==> src/rtl/core/utf8sd_pkg.sv <==
// ----------------------------------------------------------------------------
// utf8sd_pkg: shared types and constants of the UTF-8 stream decoder
// Holds the channel payload structs, the byte class codes that the front
// hands to the back, and the code point limits used by the checks.
// ----------------------------------------------------------------------------
package utf8sd_pkg;

    localparam int BYTE_W      = 8;
    localparam int CP_W        = 21;
    localparam int MAXC_W      = 16;
    localparam int COUNT_W_DEF = 16;
    localparam int LEN_W       = 3;

    // Depth of the queue between front and back.
    localparam int Q_DEPTH = 2;
    localparam int Q_PTR_W = (Q_DEPTH > 1) ? $clog2(Q_DEPTH) : 1;
    localparam int Q_CNT_W = $clog2(Q_DEPTH + 1);

    localparam logic [CP_W-1:0] REPLACEMENT = 21'h00FFFD;
    localparam logic [CP_W-1:0] MAX_1BYTE   = 21'h00007F;
    localparam logic [CP_W-1:0] MAX_2BYTE   = 21'h0007FF;
    localparam logic [CP_W-1:0] MAX_3BYTE   = 21'h00FFFF;
    localparam logic [CP_W-1:0] MAX_SCALAR  = 21'h10FFFF;
    localparam logic [CP_W-1:0] SURR_LO     = 21'h00D800;
    localparam logic [CP_W-1:0] SURR_HI     = 21'h00DFFF;

    localparam logic [LEN_W-1:0] LEN_NONE = 3'd0;
    localparam logic [LEN_W-1:0] LEN_ONE  = 3'd1;
    localparam logic [LEN_W-1:0] LEN_TWO  = 3'd2;
    localparam logic [LEN_W-1:0] LEN_THR  = 3'd3;
    localparam logic [LEN_W-1:0] LEN_FOUR = 3'd4;

    // Class of one raw byte as seen by the front.
    typedef enum logic [2:0] {
        CLS_ZERO,
        CLS_ASCII,
        CLS_CONT,
        CLS_LEAD2,
        CLS_LEAD3,
        CLS_LEAD4,
        CLS_BAD
    } byte_class_t;

    typedef struct packed {
        logic [BYTE_W-1:0] in_byte;
        logic              end_of_string;
    } in_item_t;

    typedef struct packed {
        logic [CP_W-1:0] code_point;
        logic            is_error;
        logic            run_last;
        logic            string_done;
    } out_item_t;

    // Classified request as it travels through the queue.
    typedef struct packed {
        byte_class_t       cls;
        logic [BYTE_W-1:0] data;
        logic              eos;
    } q_item_t;

endpackage

==> src/rtl/core/utf8sd_front.sv <==
// ----------------------------------------------------------------------------
// utf8sd_front: input side of the UTF-8 stream decoder
// Accepts raw bytes, sorts each one into a byte class and pushes the
// classified request into the queue toward the back.
// ----------------------------------------------------------------------------
module utf8sd_front (
    input  logic                 aclk,
    input  logic                 aresetn,
    input  logic                 s_valid,
    output logic                 s_ready,
    input  utf8sd_pkg::in_item_t s_data,
    input  logic                 q_ready,
    output logic                 q_push,
    output utf8sd_pkg::q_item_t  q_item
);

    utf8sd_pkg::byte_class_t cls;

    // Sort the byte by its leading bits.
    always_comb begin
        priority casez (s_data.in_byte)
            8'b0000_0000: cls = utf8sd_pkg::CLS_ZERO;
            8'b0???_????: cls = utf8sd_pkg::CLS_ASCII;
            8'b10??_????: cls = utf8sd_pkg::CLS_CONT;
            8'b110?_????: cls = utf8sd_pkg::CLS_LEAD2;
            8'b1110_????: cls = utf8sd_pkg::CLS_LEAD3;
            8'b1111_0???: cls = utf8sd_pkg::CLS_LEAD4;
            default:      cls = utf8sd_pkg::CLS_BAD;
        endcase
    end

    // A valid request enters the queue whenever the queue has room.
    assign s_ready     = q_ready;
    assign q_push      = s_valid && q_ready;
    assign q_item.cls  = cls;
    assign q_item.data = s_data.in_byte;
    assign q_item.eos  = s_data.end_of_string;

    // The front never pushes into a full queue.
    a_push_needs_room: assert property (@(posedge aclk) disable iff (!aresetn)
        q_push |-> q_ready)
        else $error("front pushed while the queue had no room");

    a_eos_carried: assert property (@(posedge aclk) disable iff (!aresetn)
        q_push |-> (q_item.eos == s_data.end_of_string) && (q_item.data == s_data.in_byte))
        else $error("front altered the request payload");

    a_zero_class: assert property (@(posedge aclk) disable iff (!aresetn)
        q_push && (s_data.in_byte == 8'h00) |-> (q_item.cls == utf8sd_pkg::CLS_ZERO))
        else $error("zero byte not classified as terminator");

endmodule

==> src/rtl/core/utf8sd_queue.sv <==
// ----------------------------------------------------------------------------
// utf8sd_queue: short queue between front and back
// A small circular buffer of classified requests so that the front and the
// back can each stall without holding up the other.
// ----------------------------------------------------------------------------
module utf8sd_queue (
    input  logic                aclk,
    input  logic                aresetn,
    input  logic                push,
    input  utf8sd_pkg::q_item_t push_item,
    output logic                ready,
    input  logic                pop,
    output logic                valid,
    output utf8sd_pkg::q_item_t head
);

    utf8sd_pkg::q_item_t mem [utf8sd_pkg::Q_DEPTH];

    logic [utf8sd_pkg::Q_PTR_W-1:0] wr_ptr_reg, wr_ptr_next;
    logic [utf8sd_pkg::Q_PTR_W-1:0] rd_ptr_reg, rd_ptr_next;
    logic [utf8sd_pkg::Q_CNT_W-1:0] count_reg, count_next;

    assign ready = (count_reg != utf8sd_pkg::Q_CNT_W'(utf8sd_pkg::Q_DEPTH));
    assign valid = (count_reg != '0);
    assign head  = mem[rd_ptr_reg];

    // Pointer and fill count updates.
    always_comb begin
        wr_ptr_next = wr_ptr_reg;
        rd_ptr_next = rd_ptr_reg;
        count_next  = count_reg;
        if (push) begin
            wr_ptr_next = (wr_ptr_reg == utf8sd_pkg::Q_PTR_W'(utf8sd_pkg::Q_DEPTH - 1)) ?
                          '0 : wr_ptr_reg + 1'b1;
        end
        if (pop) begin
            rd_ptr_next = (rd_ptr_reg == utf8sd_pkg::Q_PTR_W'(utf8sd_pkg::Q_DEPTH - 1)) ?
                          '0 : rd_ptr_reg + 1'b1;
        end
        if (push && !pop) begin
            count_next = count_reg + 1'b1;
        end else if (pop && !push) begin
            count_next = count_reg - 1'b1;
        end
    end

    always_ff @(posedge aclk) begin
        if (!aresetn) begin
            wr_ptr_reg <= '0;
            rd_ptr_reg <= '0;
            count_reg  <= '0;
        end else begin
            wr_ptr_reg <= wr_ptr_next;
            rd_ptr_reg <= rd_ptr_next;
            count_reg  <= count_next;
        end
    end

    // Storage needs no reset.
    always_ff @(posedge aclk) begin
        if (push) begin
            mem[wr_ptr_reg] <= push_item;
        end
    end

    a_no_overflow: assert property (@(posedge aclk) disable iff (!aresetn)
        push |-> ready || pop)
        else $error("push into a full queue");

    a_no_underflow: assert property (@(posedge aclk) disable iff (!aresetn)
        pop |-> valid)
        else $error("pop from an empty queue");

    a_count_bound: assert property (@(posedge aclk) disable iff (!aresetn)
        count_reg <= utf8sd_pkg::Q_CNT_W'(utf8sd_pkg::Q_DEPTH))
        else $error("queue fill count out of range");

endmodule

==> src/rtl/core/utf8sd_back.sv <==
// ----------------------------------------------------------------------------
// utf8sd_back: decoding side of the UTF-8 stream decoder
// Holds the pending sequence and the per-string count, turns classified
// requests into code points and drives the output register.
// ----------------------------------------------------------------------------
module utf8sd_back #(
    parameter int COUNT_WIDTH = utf8sd_pkg::COUNT_W_DEF
) (
    input  logic                          aclk,
    input  logic                          aresetn,
    input  logic [utf8sd_pkg::MAXC_W-1:0] max_chars,
    input  logic                          q_valid,
    input  utf8sd_pkg::q_item_t           q_item,
    output logic                          q_pop,
    output logic                          m_valid,
    input  logic                          m_ready,
    output utf8sd_pkg::out_item_t         m_data
);

    localparam int CMP_W = (COUNT_WIDTH > utf8sd_pkg::MAXC_W) ? COUNT_WIDTH : utf8sd_pkg::MAXC_W;

    logic [utf8sd_pkg::CP_W-1:0]  pb_reg, pb_next;
    logic [utf8sd_pkg::LEN_W-1:0] be_reg, be_next;
    logic [utf8sd_pkg::LEN_W-1:0] br_reg, br_next;
    logic [COUNT_WIDTH-1:0]       cnt_reg, cnt_next;
    logic                         lim_reg, lim_next;
    logic                         out_valid_reg, out_valid_next;
    utf8sd_pkg::out_item_t        out_reg, out_next;

    logic                         step;
    logic                         ends;
    logic                         emit;
    logic                         emit_err;
    logic [utf8sd_pkg::CP_W-1:0]  emit_cp;
    logic                         emit_last;
    logic                         lim_cap;
    logic                         lim_hit;
    logic                         second_emits;
    logic [utf8sd_pkg::CP_W-1:0]  acc;
    logic [utf8sd_pkg::LEN_W-1:0] rcv;
    logic                         seq_ok;
    logic [COUNT_WIDTH-1:0]       cnt_inc;

    // One request is worked on whenever the output register can take a result.
    assign step = q_valid && (!out_valid_reg || m_ready);
    assign ends = (q_item.cls == utf8sd_pkg::CLS_ZERO) || q_item.eos;

    assign acc = {pb_reg[utf8sd_pkg::CP_W-7:0], q_item.data[5:0]};
    assign rcv = br_reg + 1'b1;

    // Range check of a completed sequence.
    always_comb begin
        unique case (be_reg)
            utf8sd_pkg::LEN_TWO: seq_ok = acc > utf8sd_pkg::MAX_1BYTE;
            utf8sd_pkg::LEN_THR: seq_ok = (acc > utf8sd_pkg::MAX_2BYTE) &&
                                          ((acc < utf8sd_pkg::SURR_LO) ||
                                           (acc > utf8sd_pkg::SURR_HI));
            default:             seq_ok = (acc > utf8sd_pkg::MAX_3BYTE) &&
                                          (acc <= utf8sd_pkg::MAX_SCALAR);
        endcase
    end

    // The breaking byte emits again as a lead byte if it is a single-byte
    // code, an invalid byte, or a lead byte that the end flag cuts short.
    assign second_emits = (q_item.cls == utf8sd_pkg::CLS_ASCII) ||
                          (q_item.cls == utf8sd_pkg::CLS_CONT)  ||
                          (q_item.cls == utf8sd_pkg::CLS_BAD)   || q_item.eos;

    // Saturating count and limit check for one emitted code point. The limit
    // test itself does not depend on whether a code point is emitted.
    assign cnt_inc = (cnt_reg == {COUNT_WIDTH{1'b1}}) ? cnt_reg : cnt_reg + 1'b1;
    assign lim_cap = (max_chars != '0) && (CMP_W'(cnt_inc) >= CMP_W'(max_chars));
    assign lim_hit = emit && lim_cap;

    // Decode step: at most one code point per cycle. A byte that breaks a pending
    // sequence stays at the queue head for a second pass unless the limit is hit.
    always_comb begin
        pb_next   = pb_reg;
        be_next   = be_reg;
        br_next   = br_reg;
        emit      = 1'b0;
        emit_err  = 1'b0;
        emit_cp   = utf8sd_pkg::REPLACEMENT;
        emit_last = 1'b1;
        q_pop     = 1'b0;
        if (step) begin
            if (lim_reg) begin
                q_pop = 1'b1;
            end else if (q_item.cls == utf8sd_pkg::CLS_ZERO) begin
                q_pop = 1'b1;
                if (be_reg != utf8sd_pkg::LEN_NONE) begin
                    emit     = 1'b1;
                    emit_err = 1'b1;
                end
            end else if (be_reg != utf8sd_pkg::LEN_NONE) begin
                if (q_item.cls == utf8sd_pkg::CLS_CONT) begin
                    q_pop   = 1'b1;
                    pb_next = acc;
                    br_next = rcv;
                    if (rcv >= be_reg) begin
                        emit     = 1'b1;
                        emit_err = !seq_ok;
                        emit_cp  = seq_ok ? acc : utf8sd_pkg::REPLACEMENT;
                        pb_next  = '0;
                        be_next  = utf8sd_pkg::LEN_NONE;
                        br_next  = utf8sd_pkg::LEN_NONE;
                    end else if (q_item.eos) begin
                        emit     = 1'b1;
                        emit_err = 1'b1;
                        pb_next  = '0;
                        be_next  = utf8sd_pkg::LEN_NONE;
                        br_next  = utf8sd_pkg::LEN_NONE;
                    end
                end else begin
                    // Missing continuation: replace the pending sequence.
                    emit      = 1'b1;
                    emit_err  = 1'b1;
                    pb_next   = '0;
                    be_next   = utf8sd_pkg::LEN_NONE;
                    br_next   = utf8sd_pkg::LEN_NONE;
                    q_pop     = lim_cap;
                    emit_last = lim_cap || !second_emits;
                end
            end else begin
                q_pop = 1'b1;
                unique case (q_item.cls)
                    utf8sd_pkg::CLS_ASCII: begin
                        emit    = 1'b1;
                        emit_cp = utf8sd_pkg::CP_W'(q_item.data);
                    end
                    utf8sd_pkg::CLS_LEAD2: begin
                        pb_next = utf8sd_pkg::CP_W'(q_item.data[4:0]);
                        be_next = utf8sd_pkg::LEN_TWO;
                        br_next = utf8sd_pkg::LEN_ONE;
                    end
                    utf8sd_pkg::CLS_LEAD3: begin
                        pb_next = utf8sd_pkg::CP_W'(q_item.data[3:0]);
                        be_next = utf8sd_pkg::LEN_THR;
                        br_next = utf8sd_pkg::LEN_ONE;
                    end
                    utf8sd_pkg::CLS_LEAD4: begin
                        pb_next = utf8sd_pkg::CP_W'(q_item.data[2:0]);
                        be_next = utf8sd_pkg::LEN_FOUR;
                        br_next = utf8sd_pkg::LEN_ONE;
                    end
                    default: begin
                        emit     = 1'b1;
                        emit_err = 1'b1;
                    end
                endcase
                // A lead byte that carries the end flag cannot complete.
                if (q_item.eos && !emit) begin
                    emit     = 1'b1;
                    emit_err = 1'b1;
                    pb_next  = '0;
                    be_next  = utf8sd_pkg::LEN_NONE;
                    br_next  = utf8sd_pkg::LEN_NONE;
                end
            end
        end
    end

    // Per-string count, limit and end-of-string clearing.
    always_comb begin
        cnt_next = cnt_reg;
        lim_next = lim_reg;
        if (emit) begin
            cnt_next = cnt_inc;
            lim_next = lim_hit;
        end
        if (q_pop && ends) begin
            cnt_next = '0;
            lim_next = 1'b0;
        end
    end

    // Output register: a new result loads when it is empty or the old one is taken.
    always_comb begin
        out_valid_next = out_valid_reg;
        out_next       = out_reg;
        if (m_ready) begin
            out_valid_next = 1'b0;
        end
        if (emit) begin
            out_valid_next       = 1'b1;
            out_next.code_point  = emit_cp;
            out_next.is_error    = emit_err;
            out_next.run_last    = emit_last;
            out_next.string_done = emit_last && (ends || lim_hit);
        end
    end

    always_ff @(posedge aclk) begin
        if (!aresetn) begin
            pb_reg        <= '0;
            be_reg        <= utf8sd_pkg::LEN_NONE;
            br_reg        <= utf8sd_pkg::LEN_NONE;
            cnt_reg       <= '0;
            lim_reg       <= 1'b0;
            out_valid_reg <= 1'b0;
        end else begin
            if ((q_pop && ends) || lim_next) begin
                pb_reg <= '0;
                be_reg <= utf8sd_pkg::LEN_NONE;
                br_reg <= utf8sd_pkg::LEN_NONE;
            end else begin
                pb_reg <= pb_next;
                be_reg <= be_next;
                br_reg <= br_next;
            end
            cnt_reg       <= cnt_next;
            lim_reg       <= lim_next;
            out_valid_reg <= out_valid_next;
        end
    end

    always_ff @(posedge aclk) begin
        out_reg <= out_next;
    end

    assign m_valid = out_valid_reg;
    assign m_data  = out_reg;

    a_pending_consistent: assert property (@(posedge aclk) disable iff (!aresetn)
        (be_reg != utf8sd_pkg::LEN_NONE) |->
            (br_reg != utf8sd_pkg::LEN_NONE) && (br_reg < be_reg))
        else $error("pending sequence byte count inconsistent");

    a_limit_no_pending: assert property (@(posedge aclk) disable iff (!aresetn)
        lim_reg |-> (be_reg == utf8sd_pkg::LEN_NONE))
        else $error("sequence pending while the limit is reached");

    a_hold_only_on_break: assert property (@(posedge aclk) disable iff (!aresetn)
        step && !q_pop |-> emit && emit_err && !lim_hit)
        else $error("request held without a replacement result");

    a_done_is_last: assert property (@(posedge aclk) disable iff (!aresetn)
        out_valid_reg && out_reg.string_done |-> out_reg.run_last)
        else $error("string closed on a result that is not the last of its byte");

endmodule

==> src/rtl/core/utf8_stream_decoder.sv <==
// Data path: an accepted byte is written into the queue, the back takes it
// from the queue head, and its result is held in the output register.
// Throughput: one byte per cycle without output stalls; a byte that breaks
// a sequence gets a second pass below the limit: one code point per cycle.
// Reset (aresetn low, synchronous): queue, pending sequence, count, limit,
// output valid and max_chars all clear; no clearing pass is needed.
// ----------------------------------------------------------------------------
// utf8_stream_decoder: streaming UTF-8 to code point decoder
// Front classifies bytes, a short queue decouples it from the back, which
// tracks the pending sequence and emits code points or U+FFFD.
// ----------------------------------------------------------------------------
module utf8_stream_decoder #(
    parameter int COUNT_WIDTH = utf8sd_pkg::COUNT_W_DEF
) (
    input  logic                          aclk,
    input  logic                          aresetn,
    input  logic                          cfg_valid,
    output logic                          cfg_ready,
    input  logic [utf8sd_pkg::MAXC_W-1:0] cfg_data,
    input  logic                          s_valid,
    output logic                          s_ready,
    input  utf8sd_pkg::in_item_t          s_data,
    output logic                          m_valid,
    input  logic                          m_ready,
    output utf8sd_pkg::out_item_t         m_data
);

    logic [utf8sd_pkg::MAXC_W-1:0] max_chars_reg;
    logic                          q_ready;
    logic                          q_push;
    utf8sd_pkg::q_item_t           q_push_item;
    logic                          q_valid;
    logic                          q_pop;
    utf8sd_pkg::q_item_t           q_head;

    // Configuration register: always ready.
    assign cfg_ready = 1'b1;

    always_ff @(posedge aclk) begin
        if (!aresetn) begin
            max_chars_reg <= '0;
        end else if (cfg_valid) begin
            max_chars_reg <= cfg_data;
        end
    end

    utf8sd_front u_front (
        .aclk    (aclk),
        .aresetn (aresetn),
        .s_valid (s_valid),
        .s_ready (s_ready),
        .s_data  (s_data),
        .q_ready (q_ready),
        .q_push  (q_push),
        .q_item  (q_push_item)
    );

    utf8sd_queue u_queue (
        .aclk      (aclk),
        .aresetn   (aresetn),
        .push      (q_push),
        .push_item (q_push_item),
        .ready     (q_ready),
        .pop       (q_pop),
        .valid     (q_valid),
        .head      (q_head)
    );

    utf8sd_back #(
        .COUNT_WIDTH (COUNT_WIDTH)
    ) u_back (
        .aclk      (aclk),
        .aresetn   (aresetn),
        .max_chars (max_chars_reg),
        .q_valid   (q_valid),
        .q_item    (q_head),
        .q_pop     (q_pop),
        .m_valid   (m_valid),
        .m_ready   (m_ready),
        .m_data    (m_data)
    );

endmodule
==> config.mk <==
export PLATFORM = sky130hd
export DESIGN_NAME = utf8_stream_decoder
export DESIGN_NICKNAME = d
export VERILOG_FILES = /design/src/rtl/core/utf8sd_pkg.sv /design/src/rtl/core/utf8sd_front.sv /design/src/rtl/core/utf8sd_queue.sv /design/src/rtl/core/utf8sd_back.sv /design/src/rtl/core/utf8_stream_decoder.sv
export SDC_FILE = /design/constraint.sdc
export NUM_CORES = 1
export LEC_CHECK = 0
export BUFFER_PORTS_ARGS = -buffer_cell sky130_fd_sc_hd__buf_2
export CAP_MARGIN = 20
export CORE_UTILIZATION = 53
export DETAILED_ROUTE_END_ITERATION = 8
export GPL_ROUTABILITY_DRIVEN = 0
export PLACE_DENSITY = 0.87
export SYNTH_ARGS = -nofsm -noshare
export SYNTH_HDL_FRONTEND = slang
export SYNTH_SLANG_ARGS = --single-unit
==> constraint.sdc <==
create_clock -name aclk -period 3.5 [get_ports aclk]
set_input_delay 0.7 -clock aclk [delete_from_list [all_inputs] [get_ports aclk]]
set_output_delay 0.7 -clock aclk [all_outputs]
set_load 0.01 [all_outputs]
==> results.sh <==
export IMPL_synthToLayoutAreaGrowth_pct=18.89
export IMPL_fin_nets=678
export IMPL_hp_class="reg -> reg"
export IMPL_clkSinkCount=108
export IMPL_die_h_um=104.9
export IMPL_fin_skew_ns=0.01545
export IMPL_path_clk_slew_ns=0.11
export IMPL_drt_wl_total_mm=13.29
export IMPL_ir_drop_v=0.0004504
export IMPL_design_die_area_um2=11010
export IMPL_min_period_ns=3.476
export IMPL_gr_total_overflow=0
export IMPL_hold_path_endpoint="u_back.pb_reg[13]"
export IMPL_port_buffers=55
export IMPL_cp_start_kind="register"
export IMPL_synthTopCellsByArea="edfxtp_1, dfxtp_1, mux2i_1"
export IMPL_initial_core_util_pct=54.64
export IMPL_leakagePower_uw=0.002434
export IMPL_htreeDepth=3
export IMPL_slowest_delay_ns=0.41
export IMPL_setup_violations=0
export IMPL_sequentialPowerShare_pct=40.5
export IMPL_clock_latency_ns=0.38
export IMPL_ioPinCount=57
export IMPL_drive_gt1_share_pct=30.11
export IMPL_drtAntennaViolNets=0
export IMPL_drv_cap=0
export IMPL_grt_pass1_wl_mm=20.13
export IMPL_antennaDiodeCount=0
export IMPL_drtIter0Drc=360
export IMPL_r2r_slack_ns=0.02
export IMPL_grt_setup_unrepaired="true"
export IMPL_power_density_nw_per_um2=614.1
export IMPL_worst_pin_slew_ns=0.7591
export IMPL_syn_area_per_cell_um2=10.32
export IMPL_hold_path_startpoint="u_back.pb_reg[13]"
export IMPL_finalHoldViolations=0
export IMPL_fp_row_count=37
export IMPL_max_slew_margin_pct=48.92
export IMPL_drc=0
export IMPL_cts_hold_buf=0
export IMPL_cts_tree="done"
export IMPL_synth_distinct_cells=75
export IMPL_synthArstFlopShare_pct=0
export IMPL_reg2reg_depth=15
export IMPL_dr_total_vias=4667
export IMPL_crit_type="reg -> reg"
export IMPL_syn_instance_count=544
export IMPL_r2r_end="u_queue.count_reg[1]"
export IMPL_clk_path_buf_depth=2
export IMPL_period_share_pct=99.31
export IMPL_clkPwrFrac_pct=19.3
export IMPL_grt_pass1_vias=4268
export IMPL_critical_path_max_fanout=3
export IMPL_synth_seq_cells=108
export IMPL_placed_cell_area_um2=6197
export IMPL_ys_flop_type="dfxtp_1"
export IMPL_fmax_mhz=287.7
export IMPL_final_seq_area_um2=2654
export IMPL_p_comb_share_pct=40.2
export IMPL_synth_top_area_share_pct=25.67
export IMPL_critPathArrivalTime_ns=3.79
export IMPL_worstSetupEndpointType="register"
export IMPL_die_width_um=104.9
export IMPL_dp_hpwl_mm=8.885
export IMPL_r2r_start="u_back.cnt_reg[7]"
export IMPL_cp_required_ns=3.81
export IMPL_finalSetupTns_ns=0
export IMPL_synth_area_leader_cell="edfxtp_1"
export IMPL_outcome="complete, no violations"
export IMPL_n_fill_cell=752
export IMPL_p_sw_uw=1595
export IMPL_coreArea_um2=10280
export IMPL_cts_root_buf="clkbuf_8"
export IMPL_whs_path_depth=2
export IMPL_path_cells="nand4_1 -> buf_4 -> buf_4 -> nor4_1 -> nand3_1 -> o21a_1 -> ha_1 -> a21oi_2 -> o21ai_4 -> nor4_2 -> a211o_1 -> a21o_1 -> ha_4 -> or3_1 -> a21boi_1"
export IMPL_maxSlewViolCount=0
export IMPL_grt_max_degree=26
export IMPL_synth_enable_flop_cells=48
export IMPL_ys_warn_count=0
export IMPL_synth_fp_nets=596
export IMPL_antenna_found_initial=0
export IMPL_netlist_area_um2=5615
export IMPL_track_usage_pct=22.85
export IMPL_synth_sequential_area_ratio_pct=47.06
export IMPL_critPathSlowestCell="nor4_1"
export IMPL_multi_input_area_um2=2992
export IMPL_wire_per_inst_um=17.33
export IMPL_yosysMostFrequentCell="dfxtp_1"
export IMPL_netlist_top_cells_count="dfxtp_1, edfxtp_1, nand2_1"
export IMPL_switching_share_pct=38.90
export IMPL_path_common_cell="buf_4"
export IMPL_final_area_um2=6676
export IMPL_drtPass1Iterations=5
export IMPL_p_int_uw=2505
export IMPL_via_per_inst=6.085
export IMPL_cts_buffers=9
## logic make-up (layout without fill, tap and decap cells)
kind of cell / after synthesis / after routing / share of synthesized area [%]
AOI/OAI and AO/OA: 118 / 118 / 15.66
xor gates and xnor gates: 12 / 12 / 1.872
adders and majority gates: 22 / 22 / 4.902
buffers and inverters: 45 / 132 / 4.010
DFF: 108 / 108 / 47.06
muxes: 34 / 34 / 6.150
other: 1 / 1 / 0.06678
and+or+nand+nor: 204 / 204 / 20.28
## routing by layer
metal / share of wire [%] / GRT usage, %
met1: 44 / 30.37
met2: 47 / 37.09
met3: 6.3 / 4.242
met4: 2.9 / 8.652
met5: 0 / 0
## area by class of cell
class	count	share of cell area [%]
flip-flops and latches	108	39.75
inverters	26	1.462
multi-input cells	391	44.81
clock inverters	7	1.274
well taps	136	2.549
clock buffers	9	1.855
repair buffers	90	8.302
## what timing repair did
item | 4_1_cts | 5_1_grt
pin swaps | 2 | 13
endpoints found under the setup margin | 1 | 3
setup buffers | 1 | 4
resized for setup | 8 | 45
## worst max-delay path, delay by kind of cell, from the launching register on
kind                       cells  cell delay, ns
buffers and inverters          2            0.33
DFF                            1            0.35
and+or+nand+nor                5            1.35
AOI/OAI and AO/OA              6            0.94
adders and majority gates      2            0.43
## power by group through the flow
| stage | Clock, uW | Combinational [uW] | Sequential (uW) |
|---|---|---|---|
| detailed placement | 0 | 1540 | 1690 |
| finish | 791 | 1650 | 1660 |
| global route | 844 | 1780 | 1680 |
| global placement | 0 | 1480 | 1670 |
| floorplan | 0 | 1140 | 1710 |
| CTS | 794 | 1550 | 1660 |
## through the flow
step | std cells | hold WS, ns | worst slack [ns] | total power (uW) | utilization [%]
after floorplan | 544 | 0.4446 | 0.02116 | 2848 | -
after global routing | 767 | 0.4965 | -0.1020 | 4295 | 64.96
after detailed placement | 745 | 0.4664 | -0.07410 | 3227 | 60.30
after global placement | 745 | 0.4544 | 0.1507 | 3156 | 60.30
after CTS | 762 | 0.4830 | 0.004414 | 4004 | 62.64
final | 767 | 0.4843 | 0.02414 | 4100 | 64.96
## placed cells by master (no fill, tap or decap), types with 3 or more instances in the layout
cell type / instances
or3_1: 10
o41a_1: 3
ha_1: 16
inv_1: 25
dfxtp_1: 51
nand3_1: 17
clkbuf_8: 9
nor2_4: 3
buf_2: 55
a21oi_1: 24
xor2_1: 3
a2111oi_2: 3
a31oi_1: 5
dfxtp_2: 9
ha_4: 4
nand3_2: 4
o21ai_0: 10
mux2i_1: 30
o21ai_1: 8
nor2_2: 8
buf_4: 33
edfxtp_1: 48
nor2b_1: 21
nor3_1: 9
nor4_1: 11
o21a_1: 13
xnor2_1: 7
nand4_1: 8
and3_1: 10
nand2_1: 45
nor2_1: 22
a21oi_2: 17
and2_1: 4
nor3b_1: 4
nand2b_1: 5
mux2_2: 4
## worst max-delay path by stage
stage	from	endpoint	slack, ns	cells past startpoint
after CTS	u_back.cnt_reg[10]	u_queue.count_reg[1]	0.004	15
after global routing	u_back.cnt_reg[0]	u_queue.count_reg[1]	-0.10	15
after global placement	u_back.cnt_reg[0]	u_queue.count_reg[1]	0.15	15
after floorplan	u_back.cnt_reg[8]	u_queue.count_reg[1]	0.02	14
after detailed placement	u_back.cnt_reg[10]	u_queue.count_reg[1]	-0.07	13
final	u_back.cnt_reg[7]	u_queue.count_reg[1]	0.02	15
Note: power is estimated with default switching activity, not from simulation.
